### config.mk
export PLATFORM = sky130hd
export DESIGN_NAME = two_level_interrupt_controller
export DESIGN_NICKNAME = d
export VERILOG_FILES = /design/src/hw/rtl/irqc_pkg.sv /design/src/hw/rtl/two_level_interrupt_controller.sv /design/src/hw/rtl/irqc_cfg.sv /design/src/hw/rtl/irqc_core.sv
export SDC_FILE = /design/constraint.sdc
export NUM_CORES = 1
export LEC_CHECK = 0
export BUFFER_PORTS_ARGS = -buffer_cell sky130_fd_sc_hd__buf_2
export CAP_MARGIN = 20
export CORE_ASPECT_RATIO = 1.1
export CORE_MARGIN = 2
export CORE_UTILIZATION = 49
export DETAILED_ROUTE_END_ITERATION = 6
export PLACE_DENSITY = 0.77
export SLEW_MARGIN = 40
export SYNTH_ARGS = -nofsm -noshare
export SYNTH_HDL_FRONTEND = slang
export SYNTH_SLANG_ARGS = --single-unit
### constraint.sdc
create_clock -name clk -period 3 [get_ports clk]
set_input_delay 0 -clock clk [delete_from_list [all_inputs] [get_ports clk]]
set_output_delay 0 -clock clk [all_outputs]
set_load 0.005 [all_outputs]
### src/hw/rtl/irqc_pkg.sv
`default_nettype none

package irqc_pkg;

    // In-service stack depth; the counter holds 0..STACK_DEPTH
    localparam int STACK_DEPTH = 4;
    localparam int DEPTH_W     = $clog2(STACK_DEPTH + 1);
    localparam int STACK_IDX_W = (STACK_DEPTH > 1) ? $clog2(STACK_DEPTH) : 1;

    localparam int NUM_SRC = 6;

    // Item kinds
    localparam logic [1:0] KIND_RAISE  = 2'd0;
    localparam logic [1:0] KIND_CLEAR  = 2'd1;
    localparam logic [1:0] KIND_SCAN   = 2'd2;
    localparam logic [1:0] KIND_RETURN = 2'd3;

    // Sources (same as vectors)
    localparam logic [2:0] SRC_EXT0   = 3'd0;
    localparam logic [2:0] SRC_TIMER0 = 3'd1;
    localparam logic [2:0] SRC_EXT1   = 3'd2;
    localparam logic [2:0] SRC_TIMER1 = 3'd3;
    localparam logic [2:0] SRC_SERIAL = 3'd4;
    localparam logic [2:0] SRC_TIMER2 = 3'd5;

    // Register indexes (byte address = 4 * index)
    localparam logic [2:0] REG_BLOCK_ENABLE   = 3'd0;
    localparam logic [2:0] REG_ENABLE_BITS    = 3'd1;
    localparam logic [2:0] REG_PRIORITY_BITS  = 3'd2;
    localparam logic [2:0] REG_EDGE_MODE      = 3'd3;
    localparam logic [2:0] REG_REACHABLE_MASK = 3'd4;
    localparam logic [2:0] REG_POWER_MODE     = 3'd5;

    localparam int          MASTER_EN_BIT  = 7;
    localparam logic [5:0]  REACHABLE_RESET = 6'h3F;

    typedef struct packed {
        logic [1:0] kind;
        logic [3:0] source;
        logic [1:0] serial_flags;
        logic       timer2_flag;
    } cmd_t;

    typedef struct packed {
        logic       dispatched;
        logic [2:0] vector;
        logic       taken_priority;
        logic       wake;
        logic [5:0] pending_out;
        logic [3:0] hw_flags_out;
        logic [2:0] service_depth;
    } rsp_t;

    typedef struct packed {
        logic       block_enable;
        logic [7:0] enable_bits;
        logic [5:0] priority_bits;
        logic [1:0] edge_mode;
        logic [5:0] reachable_mask;
        logic [1:0] power_mode;
    } cfg_t;

endpackage

`default_nettype wire

### src/hw/rtl/two_level_interrupt_controller.sv
//  Channel | Direction | Handshake              | Beat
//  --------+-----------+------------------------+-------------------------------
//  cmd     | in        | cmd_valid / cmd_stall  | cmd_t: kind, source, flags
//  rsp     | out       | rsp_valid / rsp_stall  | rsp_t: one result per cmd beat
//  apb     | in        | psel/penable/pready    | config registers at 4*index
//
//  One cmd beat per cycle sustained while rsp_stall is low. The path is the input register,
//  then the select/update logic into the result register.
//  Reset clears pending, flags, stack, depth, suppress and the valid bits; config
//  goes to zero except reachable_mask (all six vectors); payloads are not reset.
//  A stalled result holds; the input register still takes a beat whenever
//  the result register is free or draining in the same cycle.
`default_nettype none

module two_level_interrupt_controller
    import irqc_pkg::*;
(
    input  wire logic        clk,
    input  wire logic        rst_n,

    input  wire logic        cmd_valid,
    output logic             cmd_stall,
    input  wire cmd_t        cmd,

    output logic             rsp_valid,
    input  wire logic        rsp_stall,
    output rsp_t             rsp,

    input  wire logic        psel,
    input  wire logic        penable,
    input  wire logic        pwrite,
    input  wire logic [4:0]  paddr,
    input  wire logic [31:0] pwdata,
    output logic      [31:0] prdata,
    output logic             pready
);

    cfg_t cfg;
    cmd_t s1_cmd_reg;
    logic s1_valid_reg;
    rsp_t rsp_reg;
    logic rsp_valid_reg;
    rsp_t core_rsp;

    logic out_free;    // result register can load this cycle
    logic advance;     // input register beat moves to result register
    logic cmd_take;

    irqc_cfg u_cfg (
        .clk     (clk),
        .rst_n   (rst_n),
        .psel    (psel),
        .penable (penable),
        .pwrite  (pwrite),
        .paddr   (paddr),
        .pwdata  (pwdata),
        .prdata  (prdata),
        .pready  (pready),
        .cfg     (cfg)
    );

    // State updates in the core commit on the same edge the result is loaded,
    // so the next beat in the input register always sees fresh state.
    irqc_core u_core (
        .clk   (clk),
        .rst_n (rst_n),
        .fire  (advance),
        .cmd   (s1_cmd_reg),
        .cfg   (cfg),
        .rsp   (core_rsp)
    );

    assign out_free  = !rsp_valid_reg || !rsp_stall;
    assign advance   = s1_valid_reg && out_free;
    assign cmd_stall = s1_valid_reg && !out_free;
    assign cmd_take  = cmd_valid && !cmd_stall;

    assign rsp_valid = rsp_valid_reg;
    assign rsp       = rsp_reg;

    always_ff @(posedge clk or negedge rst_n)
    begin
        if (!rst_n)
        begin
            s1_valid_reg  <= 1'b0;
            rsp_valid_reg <= 1'b0;
        end
        else
        begin
            if (cmd_take)
                s1_valid_reg <= 1'b1;
            else if (advance)
                s1_valid_reg <= 1'b0;

            if (advance)
                rsp_valid_reg <= 1'b1;
            else if (!rsp_stall)
                rsp_valid_reg <= 1'b0;
        end
    end

    // Payload registers, no reset
    always_ff @(posedge clk)
    begin
        if (cmd_take)
            s1_cmd_reg <= cmd;
        if (advance)
            rsp_reg <= core_rsp;
    end

    // Stack depth reported never goes past the stack size
    a_depth_bound: assert property (@(posedge clk) disable iff (!rst_n)
        rsp_valid |-> (int'(rsp.service_depth) <= STACK_DEPTH))
        else $error("service depth above stack size");

    // A dispatch names one of the six sources and leaves its pending bit clear
    a_vec_range: assert property (@(posedge clk) disable iff (!rst_n)
        (rsp_valid && rsp.dispatched) |-> (rsp.vector < 3'd6))
        else $error("dispatched vector out of range");

    a_taken_cleared: assert property (@(posedge clk) disable iff (!rst_n)
        (rsp_valid && rsp.dispatched && rsp.vector < 3'd6) |->
            !rsp.pending_out[rsp.vector])
        else $error("dispatched source still pending");

    // The input side only stalls while a beat is held in the input register
    a_stall_cause: assert property (@(posedge clk) disable iff (!rst_n)
        cmd_stall |-> (s1_valid_reg && rsp_valid_reg && rsp_stall))
        else $error("input stalled without a held beat");

endmodule

`default_nettype wire

### src/hw/rtl/irqc_cfg.sv
`default_nettype none

module irqc_cfg
    import irqc_pkg::*;
(
    input  wire logic        clk,
    input  wire logic        rst_n,
    input  wire logic        psel,
    input  wire logic        penable,
    input  wire logic        pwrite,
    input  wire logic [4:0]  paddr,
    input  wire logic [31:0] pwdata,
    output logic      [31:0] prdata,
    output logic             pready,
    output cfg_t             cfg
);

    cfg_t       cfg_reg;
    logic       wr_en;
    logic [2:0] reg_idx;

    assign pready  = 1'b1;
    assign reg_idx = paddr[4:2];
    assign wr_en   = psel && penable && pwrite && pready;
    assign cfg     = cfg_reg;

    always_ff @(posedge clk or negedge rst_n)
    begin
        if (!rst_n)
        begin
            cfg_reg.block_enable   <= 1'b0;
            cfg_reg.enable_bits    <= '0;
            cfg_reg.priority_bits  <= '0;
            cfg_reg.edge_mode      <= '0;
            cfg_reg.reachable_mask <= REACHABLE_RESET;
            cfg_reg.power_mode     <= '0;
        end
        else if (wr_en)
        begin
            case (reg_idx)
                REG_BLOCK_ENABLE:   cfg_reg.block_enable   <= pwdata[0];
                REG_ENABLE_BITS:    cfg_reg.enable_bits    <= pwdata[7:0];
                REG_PRIORITY_BITS:  cfg_reg.priority_bits  <= pwdata[5:0];
                REG_EDGE_MODE:      cfg_reg.edge_mode      <= pwdata[1:0];
                REG_REACHABLE_MASK: cfg_reg.reachable_mask <= pwdata[5:0];
                REG_POWER_MODE:     cfg_reg.power_mode     <= pwdata[1:0];
                default:            ;
            endcase
        end
    end

    always_comb
    begin
        prdata = '0;
        case (reg_idx)
            REG_BLOCK_ENABLE:   prdata = {31'd0, cfg_reg.block_enable};
            REG_ENABLE_BITS:    prdata = {24'd0, cfg_reg.enable_bits};
            REG_PRIORITY_BITS:  prdata = {26'd0, cfg_reg.priority_bits};
            REG_EDGE_MODE:      prdata = {30'd0, cfg_reg.edge_mode};
            REG_REACHABLE_MASK: prdata = {26'd0, cfg_reg.reachable_mask};
            REG_POWER_MODE:     prdata = {30'd0, cfg_reg.power_mode};
            default:            prdata = '0;
        endcase
    end

endmodule

`default_nettype wire

### src/hw/rtl/irqc_core.sv
`default_nettype none

module irqc_core
    import irqc_pkg::*;
(
    input  wire logic clk,
    input  wire logic rst_n,
    input  wire logic fire,
    input  wire cmd_t cmd,
    input  wire cfg_t cfg,
    output rsp_t      rsp
);

    logic [5:0]         pending_reg,  pending_next;
    logic [3:0]         hw_flags_reg, hw_flags_next;
    logic [DEPTH_W-1:0] depth_reg,    depth_next;
    logic               suppress_reg, suppress_next;
    logic [STACK_DEPTH-1:0] stack_reg, stack_next;

    logic [5:0]             flag_ok;
    logic [5:0]             cand;
    logic [5:0]             cand_hi;
    logic [5:0]             drop;
    logic                   has_cur;
    logic                   cur_p;
    logic [STACK_IDX_W-1:0] top_idx;
    logic [STACK_IDX_W-1:0] push_idx;
    logic [2:0]             best;
    logic                   best_p;
    logic [2:0]             src3;
    logic                   src_ok;
    logic                   master;

    // Lowest set bit of a six-bit mask
    function automatic logic [2:0] lowest_set(input logic [5:0] m);
        logic [2:0] idx;
        idx = 3'd0;
        for (int i = NUM_SRC - 1; i >= 0; i--)
        begin
            if (m[i])
                idx = 3'(i);
        end
        return idx;
    endfunction

    assign src3     = cmd.source[2:0];
    assign src_ok   = (cmd.source < 4'd6);
    assign master   = cfg.enable_bits[MASTER_EN_BIT];
    assign has_cur  = (depth_reg != '0);
    assign top_idx  = STACK_IDX_W'(depth_reg - DEPTH_W'(1));
    assign push_idx = STACK_IDX_W'(depth_reg);
    assign cur_p    = stack_reg[top_idx];

    // Per-source flag check; externals count as set in level mode
    assign flag_ok[0] = !cfg.edge_mode[0] || hw_flags_reg[0];
    assign flag_ok[1] = hw_flags_reg[1];
    assign flag_ok[2] = !cfg.edge_mode[1] || hw_flags_reg[2];
    assign flag_ok[3] = hw_flags_reg[3];
    assign flag_ok[4] = |cmd.serial_flags;
    assign flag_ok[5] = cmd.timer2_flag;

    always_comb
    begin
        for (int s = 0; s < NUM_SRC; s++)
        begin
            drop[s] = pending_reg[s] && (!cfg.reachable_mask[s] ||
                      (cfg.enable_bits[s] && !flag_ok[s]));
            cand[s] = pending_reg[s] && cfg.reachable_mask[s] && cfg.enable_bits[s] &&
                      flag_ok[s] && (!has_cur || (cfg.priority_bits[s] && !cur_p));
        end
        cand_hi = cand & cfg.priority_bits;
        best    = (cand_hi != '0) ? lowest_set(cand_hi) : lowest_set(cand);
        best_p  = (cand_hi != '0);
    end

    always_comb
    begin
        pending_next  = pending_reg;
        hw_flags_next = hw_flags_reg;
        depth_next    = depth_reg;
        suppress_next = suppress_reg;
        stack_next    = stack_reg;
        rsp           = '0;

        case (cmd.kind)
            KIND_RAISE:
            begin
                if (src_ok && cfg.reachable_mask[src3])
                begin
                    case (src3)
                        SRC_TIMER0: hw_flags_next[1] = 1'b1;
                        SRC_TIMER1: hw_flags_next[3] = 1'b1;
                        SRC_EXT0:   hw_flags_next[0] = hw_flags_reg[0] | cfg.edge_mode[0];
                        SRC_EXT1:   hw_flags_next[2] = hw_flags_reg[2] | cfg.edge_mode[1];
                        default:    ;
                    endcase
                    pending_next[src3] = 1'b1;
                    rsp.wake = cfg.power_mode[0] ||
                               (cfg.power_mode[1] && master &&
                                (src3 == SRC_EXT0 || src3 == SRC_EXT1));
                end
            end
            KIND_CLEAR:
            begin
                if (src_ok)
                    pending_next[src3] = 1'b0;
            end
            KIND_SCAN:
            begin
                if (!cfg.block_enable)
                begin
                end
                else if (suppress_reg)
                    suppress_next = 1'b0;
                else if (master && (pending_reg != '0))
                begin
                    pending_next = pending_reg & ~drop;
                    if (cand != '0)
                    begin
                        pending_next[best] = 1'b0;
                        if (best < 3'd4)
                            hw_flags_next[best[1:0]] = 1'b0;
                        if (depth_reg < DEPTH_W'(STACK_DEPTH))
                        begin
                            stack_next[push_idx] = best_p;
                            depth_next           = depth_reg + DEPTH_W'(1);
                        end
                        rsp.dispatched     = 1'b1;
                        rsp.vector         = best;
                        rsp.taken_priority = best_p;
                    end
                end
            end
            KIND_RETURN:
            begin
                if (has_cur)
                    depth_next = depth_reg - DEPTH_W'(1);
                suppress_next = 1'b1;
            end
            default: ;
        endcase

        rsp.pending_out   = pending_next;
        rsp.hw_flags_out  = hw_flags_next;
        rsp.service_depth = (int'(depth_next) > 7) ? 3'd7 : 3'(depth_next);
    end

    always_ff @(posedge clk or negedge rst_n)
    begin
        if (!rst_n)
        begin
            pending_reg  <= '0;
            hw_flags_reg <= '0;
            depth_reg    <= '0;
            suppress_reg <= 1'b0;
            stack_reg    <= '0;
        end
        else if (fire)
        begin
            pending_reg  <= pending_next;
            hw_flags_reg <= hw_flags_next;
            depth_reg    <= depth_next;
            suppress_reg <= suppress_next;
            stack_reg    <= stack_next;
        end
    end

endmodule

`default_nettype wire

# Word level (Yosys, flattened, before mapping)
# Cells that the tools add are included.
[totals]
reg_bits = 73
inputBits = 53
out_inout_bits = 54
word_cells = 240
[classes]
n_addsub = 2
n_lt_le_gt_ge = 12
n_eq_ne = 13
mux = 59
n_bitwise = 17
n_reduce_logical = 113
[op_table]
columns = ["cell", "count"]
rows = [
  ["two-way mux 3 bit", 19],
  ["logical AND 1 bit", 55],
  ["case mux 8 bit (6 select lines)", 1],
  ["two-way mux 6 bit", 6],
  ["bitwise AND 6 bit", 4],
  ["two-way mux 4 bit", 6],
  ["logical NOT 1 bit", 20],
  ["inverter 6 bit", 3],
  ["case mux 6 bit (3 select lines)", 1],
  ["nonzero test 6 bit", 3],
  ["logical OR 1 bit", 17],
  ["two-way mux 1 bit", 15],
  ["AND reduction 2 bit", 7],
  ["equality test 3 x 2 -> 1 bit, second input constant", 4],
  ["less-than comparator 2 x 3 -> 1 bit, second input constant", 3],
  ["less-than comparator 3 x 4 -> 1 bit, second input constant", 2],
  ["case mux 4 bit (2 select lines)", 1],
  ["AND reduction 7 bit", 1],
  ["demux 1 bit (select 3 bit)", 2],
  ["equality test 3 x 1 -> 1 bit, second input constant", 2],
  ["equality test 3 bit, second input constant", 2],
  ["greater-or-equal comparator 3 x 1 -> 1 bit, second input constant", 2],
  ["logical NOT 3 bit", 2],
  ["less-than comparator 3 bit, second input constant", 2],
  ["other kinds (27)", 36],
]

# Logic depth before layout (Yosys ltp)
[depth]
word_depth = 27
ltp_mapped = 11
ltp_nobuf = 9

# Modules after synthesis
# Synthesis repeated with hierarchy kept, for this count alone.
[hier_totals]
hier_cells = 417
area_unflattened_um2 = 4324.1
[by_module_without_submodules]
columns = ["module", "n_inst", "cells_each", "area_each_um2", "seq_area_each_um2"]
rows = [
  ["irqc_core", 1, 269, 1991.9, 450.4],
  ["irqc_cfg", 1, 112, 1398.8, 633.1],
  ["two_level_interrupt_controller", 1, 36, 933.4, 890.9],
]

# Worst setup path after synthesis
# Ideal clock, no wire load.
[synth_path]
kind = "reg-to-reg"
startpoint = "reg u_core.depth_reg[0]"
endpoint = "reg rsp_reg (netlist bit rsp[0]) (data pin)"
setup_time_ps = 263
t_arrival_ps = 2577
t_required_ps = 2737
path_slack_ps = 160
path_stages_with_launch = 10
n_path_buf = 0
period_less_slack_ps = 2840
cell_sequence = "dfrtp_1 inv_1 ha_1 mux4_2 nand2b_4 a211oi_4 nor4_2 a2111oi_4 o21ai_0 xnor2_1"
[synth_rtl]
columns = ["element", "line_no", "source"]
rows = [
  ["start: declaration", "irqc_core.sv:16", "logic [DEPTH_W-1:0] depth_reg, depth_next;"],
  ["start signal: assignment", "irqc_core.sv:162", "depth_reg <= depth_next;"],
  ["end signal: assignment", "two_level_interrupt_controller.sv:108", "rsp_reg <= core_rsp;"],
  ["end: declaration", "two_level_interrupt_controller.sv:41", "rsp_t rsp_reg;"],
]

==> summary.md <==
| Metric | Value |
|---|---|
| Ranking of synthesized cells by area | `dfrtp_1 23%, edfxtp_1 20%, mux2_2 5.8%, buf_4 4.4%, dfstp_2 3.7%` |
| Largest net degree at the start of global routing | `46` |
| Worst Reg-to-Reg Cells | `10` |
| Cell Pwr Density | `about 500 mW/mm^2` |
| Synthesized area per cell | `roughly 10 um^2` |
| Reg2Reg Capture Point | `rsp[1]` |
| Fmax | `351 MHz` |
| Hold Fails Final Rpt | `0` |
| Gpl congestion | `0.929` |
| Status | `finished clean` |
| Pleak | `2.15 nW` |
| Worst R2R Setup Slack | `0.15 ns` |
| # diodes | `0` |
| Max Cap Viol | `0` |
| Count leader, synth | `nand2_1` |
| Register Area | `around 0.0020 mm^2` |
| Number of flip-flops in the largest register | `25` |
| FILL cells | `701` |
| Clock buffer depth | `2` |
| Beginning of the worst hold path | `paddr[3]` |
| Synth cell types | `between 60 and 70` |
| Port Buffer Count | `55` |
| Sw Pwr | `0.000724 W` |
| Cts bufs inserted | `9` |
| Die W | `92.9 um` |
| Die Area | `0.00945 mm^2` |
| Setup violations, final | `0` |
| Core Util, Final | `61.2%` |
| Total grt overflow | `0` |
| Fraction of registers with async set/reset | `about three fifths` |
| Cells after Synth | `around 420` |
| Via-to-Cell Ratio | `5.93` |
| Final Critical Period | `2.85 ns` |
| TritonCTS clock tree | `done` |
| Worst hold path type | `input port to register` |
| DRT Pass-1 Iters | `5` |
| Starting Density | `50.6%` |
| Drt total wl | `11.1 mm` |
| Sequential share of power | `50.5%` |
| Cell taking the most area after synthesis | `dfrtp_1` |
| IO Pins | `107` |
| Worst IR drop on VDD | `between 0.3 and 0.4 mV` |
| Chain of cells forming the critical path | `buf_4 -> mux4_2 -> nand2b_4 -> a211oi_4 -> nor4_4 -> a2111oi_4 -> buf_4 -> buf_4 -> o211ai_1 -> a22oi_1` |
| Root Driver | `clkbuf_8` |
| Sequential-to-total area share from yosys stat | `46.4%` |
| Antenna violations before repair | `0` |
| Setup Crit Path Kind | `register to register` |
| Period utilization | `95.0%` |
| Footprint of the multi-input gates | `approximately 0.0021 mm^2` |
| Ys Warns | `0` |
| Combinational power share | `between 15 and 20%` |
| Mean routed wirelength per cell | `17.5 um` |
| Final Slew Violations | `0` |
| First-pass GRT wire length | `18.0 mm` |
| HPWL Detailed | `7.86 mm` |
| Synth top cells by count | `42 x nand2_1, 39 x dfrtp_1, 29 x nor2_1` |
| CP Capture Type | `register` |
| Vias | `3,739` |
| Vias in the first global route | `between 3,000 and 4,000` |
| Antenna viol nets, final | `0` |
| Rows | `35` |
| Nets | `between 500 and 600` |
| Crit path max fanout | `8` |
| Worst hold stages | `3` |
| DIE HEIGHT | `between 100 and 150 um` |
| H-tree Lvls | `3` |
| Sw frac | `28.3%` |
| Crit path from | `u_core.depth_reg[0]` |
| Crit-path most repeated cell | `buf_4` |
| Startpoint types | `register` |
| CP required | `3.19 ns` |
| Syn Std Cell Area | `0.00426 mm^2` |
| Share of the synthesized area in the top cell type | `a little under a quarter` |
| Area Overhead vs Synth | `20.9%` |
| Routed wl met2 | `5.66 mm` |
| Unrepaired setup endpoints after global routing | `false` |
| Total Routing Usage GR | `24.7%` |
| Worst-path clk slew | `0.08 ns` |
| Highest Signal Layer | `met4` |
| Worst Hold Endpoint | `u_cfg.cfg[24]` |
| Top FF cell, synth | `dfrtp_1` |
| Int Pwr | `0.00184 W` |
| Total power | `between 0.002 and 0.003 W` |
| # DRC | `0` |
| CORE AREA | `0.00841 mm^2` |
| Hold WS | `0.126 ns` |
| Share of layout cells above drive strength 1 | `26.7%` |
| Worst Skew | `0.0109 ns` |
| Met3 WL post-DR | `between 700 and 800 um` |
| CP Data Arrival Time | `between 3 and 4 ns` |
| Synth Register Bits | `73` |
| Slew @ Worst Pin | `just over 0.7 ns` |
| Worst path slowest cell | `mux4_2` |
| Clock network fraction of design power | `32.2%` |
| Worst skew pair latency | `about 0.35 ns` |
| Worst relative slew slack | `roughly 52%` |
| Initial DRC Count | `272` |
| CP max stage delay | `0.59 ns` |
| Reg-to-Reg Start | `u_core.depth_reg[0]` |
| Post-synth EDFFs | `28` |
| Clock tree sinks | `73` |
| Met1 Wirelength | `4.41 mm` |
==> worst max path at each step <==
| stage | end | slack, ns | cells past startpoint |
|---|---|---|---|
| 3_3_place_gp | rsp[4] | 0.07 | 9 |
| 2_1_floorplan | rsp[0] | 0.16 | 9 |
| 4_1_cts | rsp[8] | 0.008 | 9 |
| 5_1_grt | rsp[1] | 0.001 | 10 |
| 6_report | rsp[1] | 0.15 | 10 |
| 3_5_place_dp | rsp[3] | -0.06 | 9 |
==> area by class of cell <==
cell class	instances	share of cell area (%)
inverter	17	1.24
sequential	73	38.4
tap	111	2.70
timing repair buffer	100	13.0
multi-input combinational	314	40.6
clock buffer	9	2.41
clock inverter	7	1.65
==> power by group through the flow <==
stage | registers (W) | logic (W) | clock network [W]
finish | 0.00129 | 0.000444 | 0.000824
global route | 0.00131 | 0.000490 | 0.000874
CTS | 0.00129 | 0.000434 | 0.000832
detailed placement | 0.00131 | 0.000410 | 0
global placement | 0.00130 | 0.000400 | 0
floorplan | 0.00127 | 0.000282 | 0
==> critical path, delay by kind of cell (launching register included) <==
kind	cells	cell delay (ns)
multiplexers	1	0.59
AO/OA/AOI/OAI	4	0.90
buffers and inverters	3	0.49
flip-flops	1	0.39
AND/OR/NAND/NOR	2	0.30
==> timing repair <==
| action | 4_1_cts | 5_1_grt |
|---|---|---|
| setup endpoints to repair | 8 | 25 |
| hold buffers | 21 | 0 |
| resized for setup | 2 | 7 |
| setup buffers | 2 | 0 |
| hold endpoints to repair | 75 | 0 |
| pin swaps | 1 | 2 |
==> layer usage <==
metal	vias to the layer above	global-route usage (%)
li1	1713	-
met1	1817	29.9
met2	178	43.2
met3	31	4.09
met4	0	11.5
met5	-	0
==> stage by stage <==
step	cells	TNS (ns)	setup WS [ns]	instance area, um^2
finish	631	0	0.151	5140
global route	631	0	0.00131	5140
CTS	631	0	0.00780	5120
detailed placement	592	-0.178	-0.0633	4680
global placement	592	0	0.0705	4680
floorplan	444	0	0.160	4340
==> cell families (layout without fill, tap and decap cells) <==
family | count (synthesis) | in the layout | synth area share, %
multiplexers | 30 | 30 | 8.38
XOR/XNOR | 2 | 2 | 0.412
other | 2 | 25 | 0.176
adder cells (fa/ha/maj) | 5 | 5 | 1.47
AO/OA/AOI/OAI | 117 | 117 | 19.8
AND/OR/NAND/NOR | 135 | 135 | 16.1
flip-flops | 73 | 73 | 46.4
buffers and inverters | 57 | 133 | 7.26
==> cells in the final DEF, fill, tap and decap left out, drive strengths merged, types with 3 or more instances in the layout <==
master and n:
dlygate4sd3 21, nand2b 7, nor3b 4, nor2b 7
buf 79, mux2 25, a31oi 7, o21ai 26
a2111oi 3, mux2i 3, a31o 3, conb 25
a211oi 4, ha 5, inv 16, a32oi 3
edfxtp 28, nand3 11, dfstp 6, a22o 4
dfrtp 39, and2 7, clkinv 6, nor4 5
o211ai 6, a41oi 3, and3 5, a22oi 10
nor2 29, clkbuf 9, nand2 42, nor3 6
a21oi 22
(Power assumes the default switching activity.)
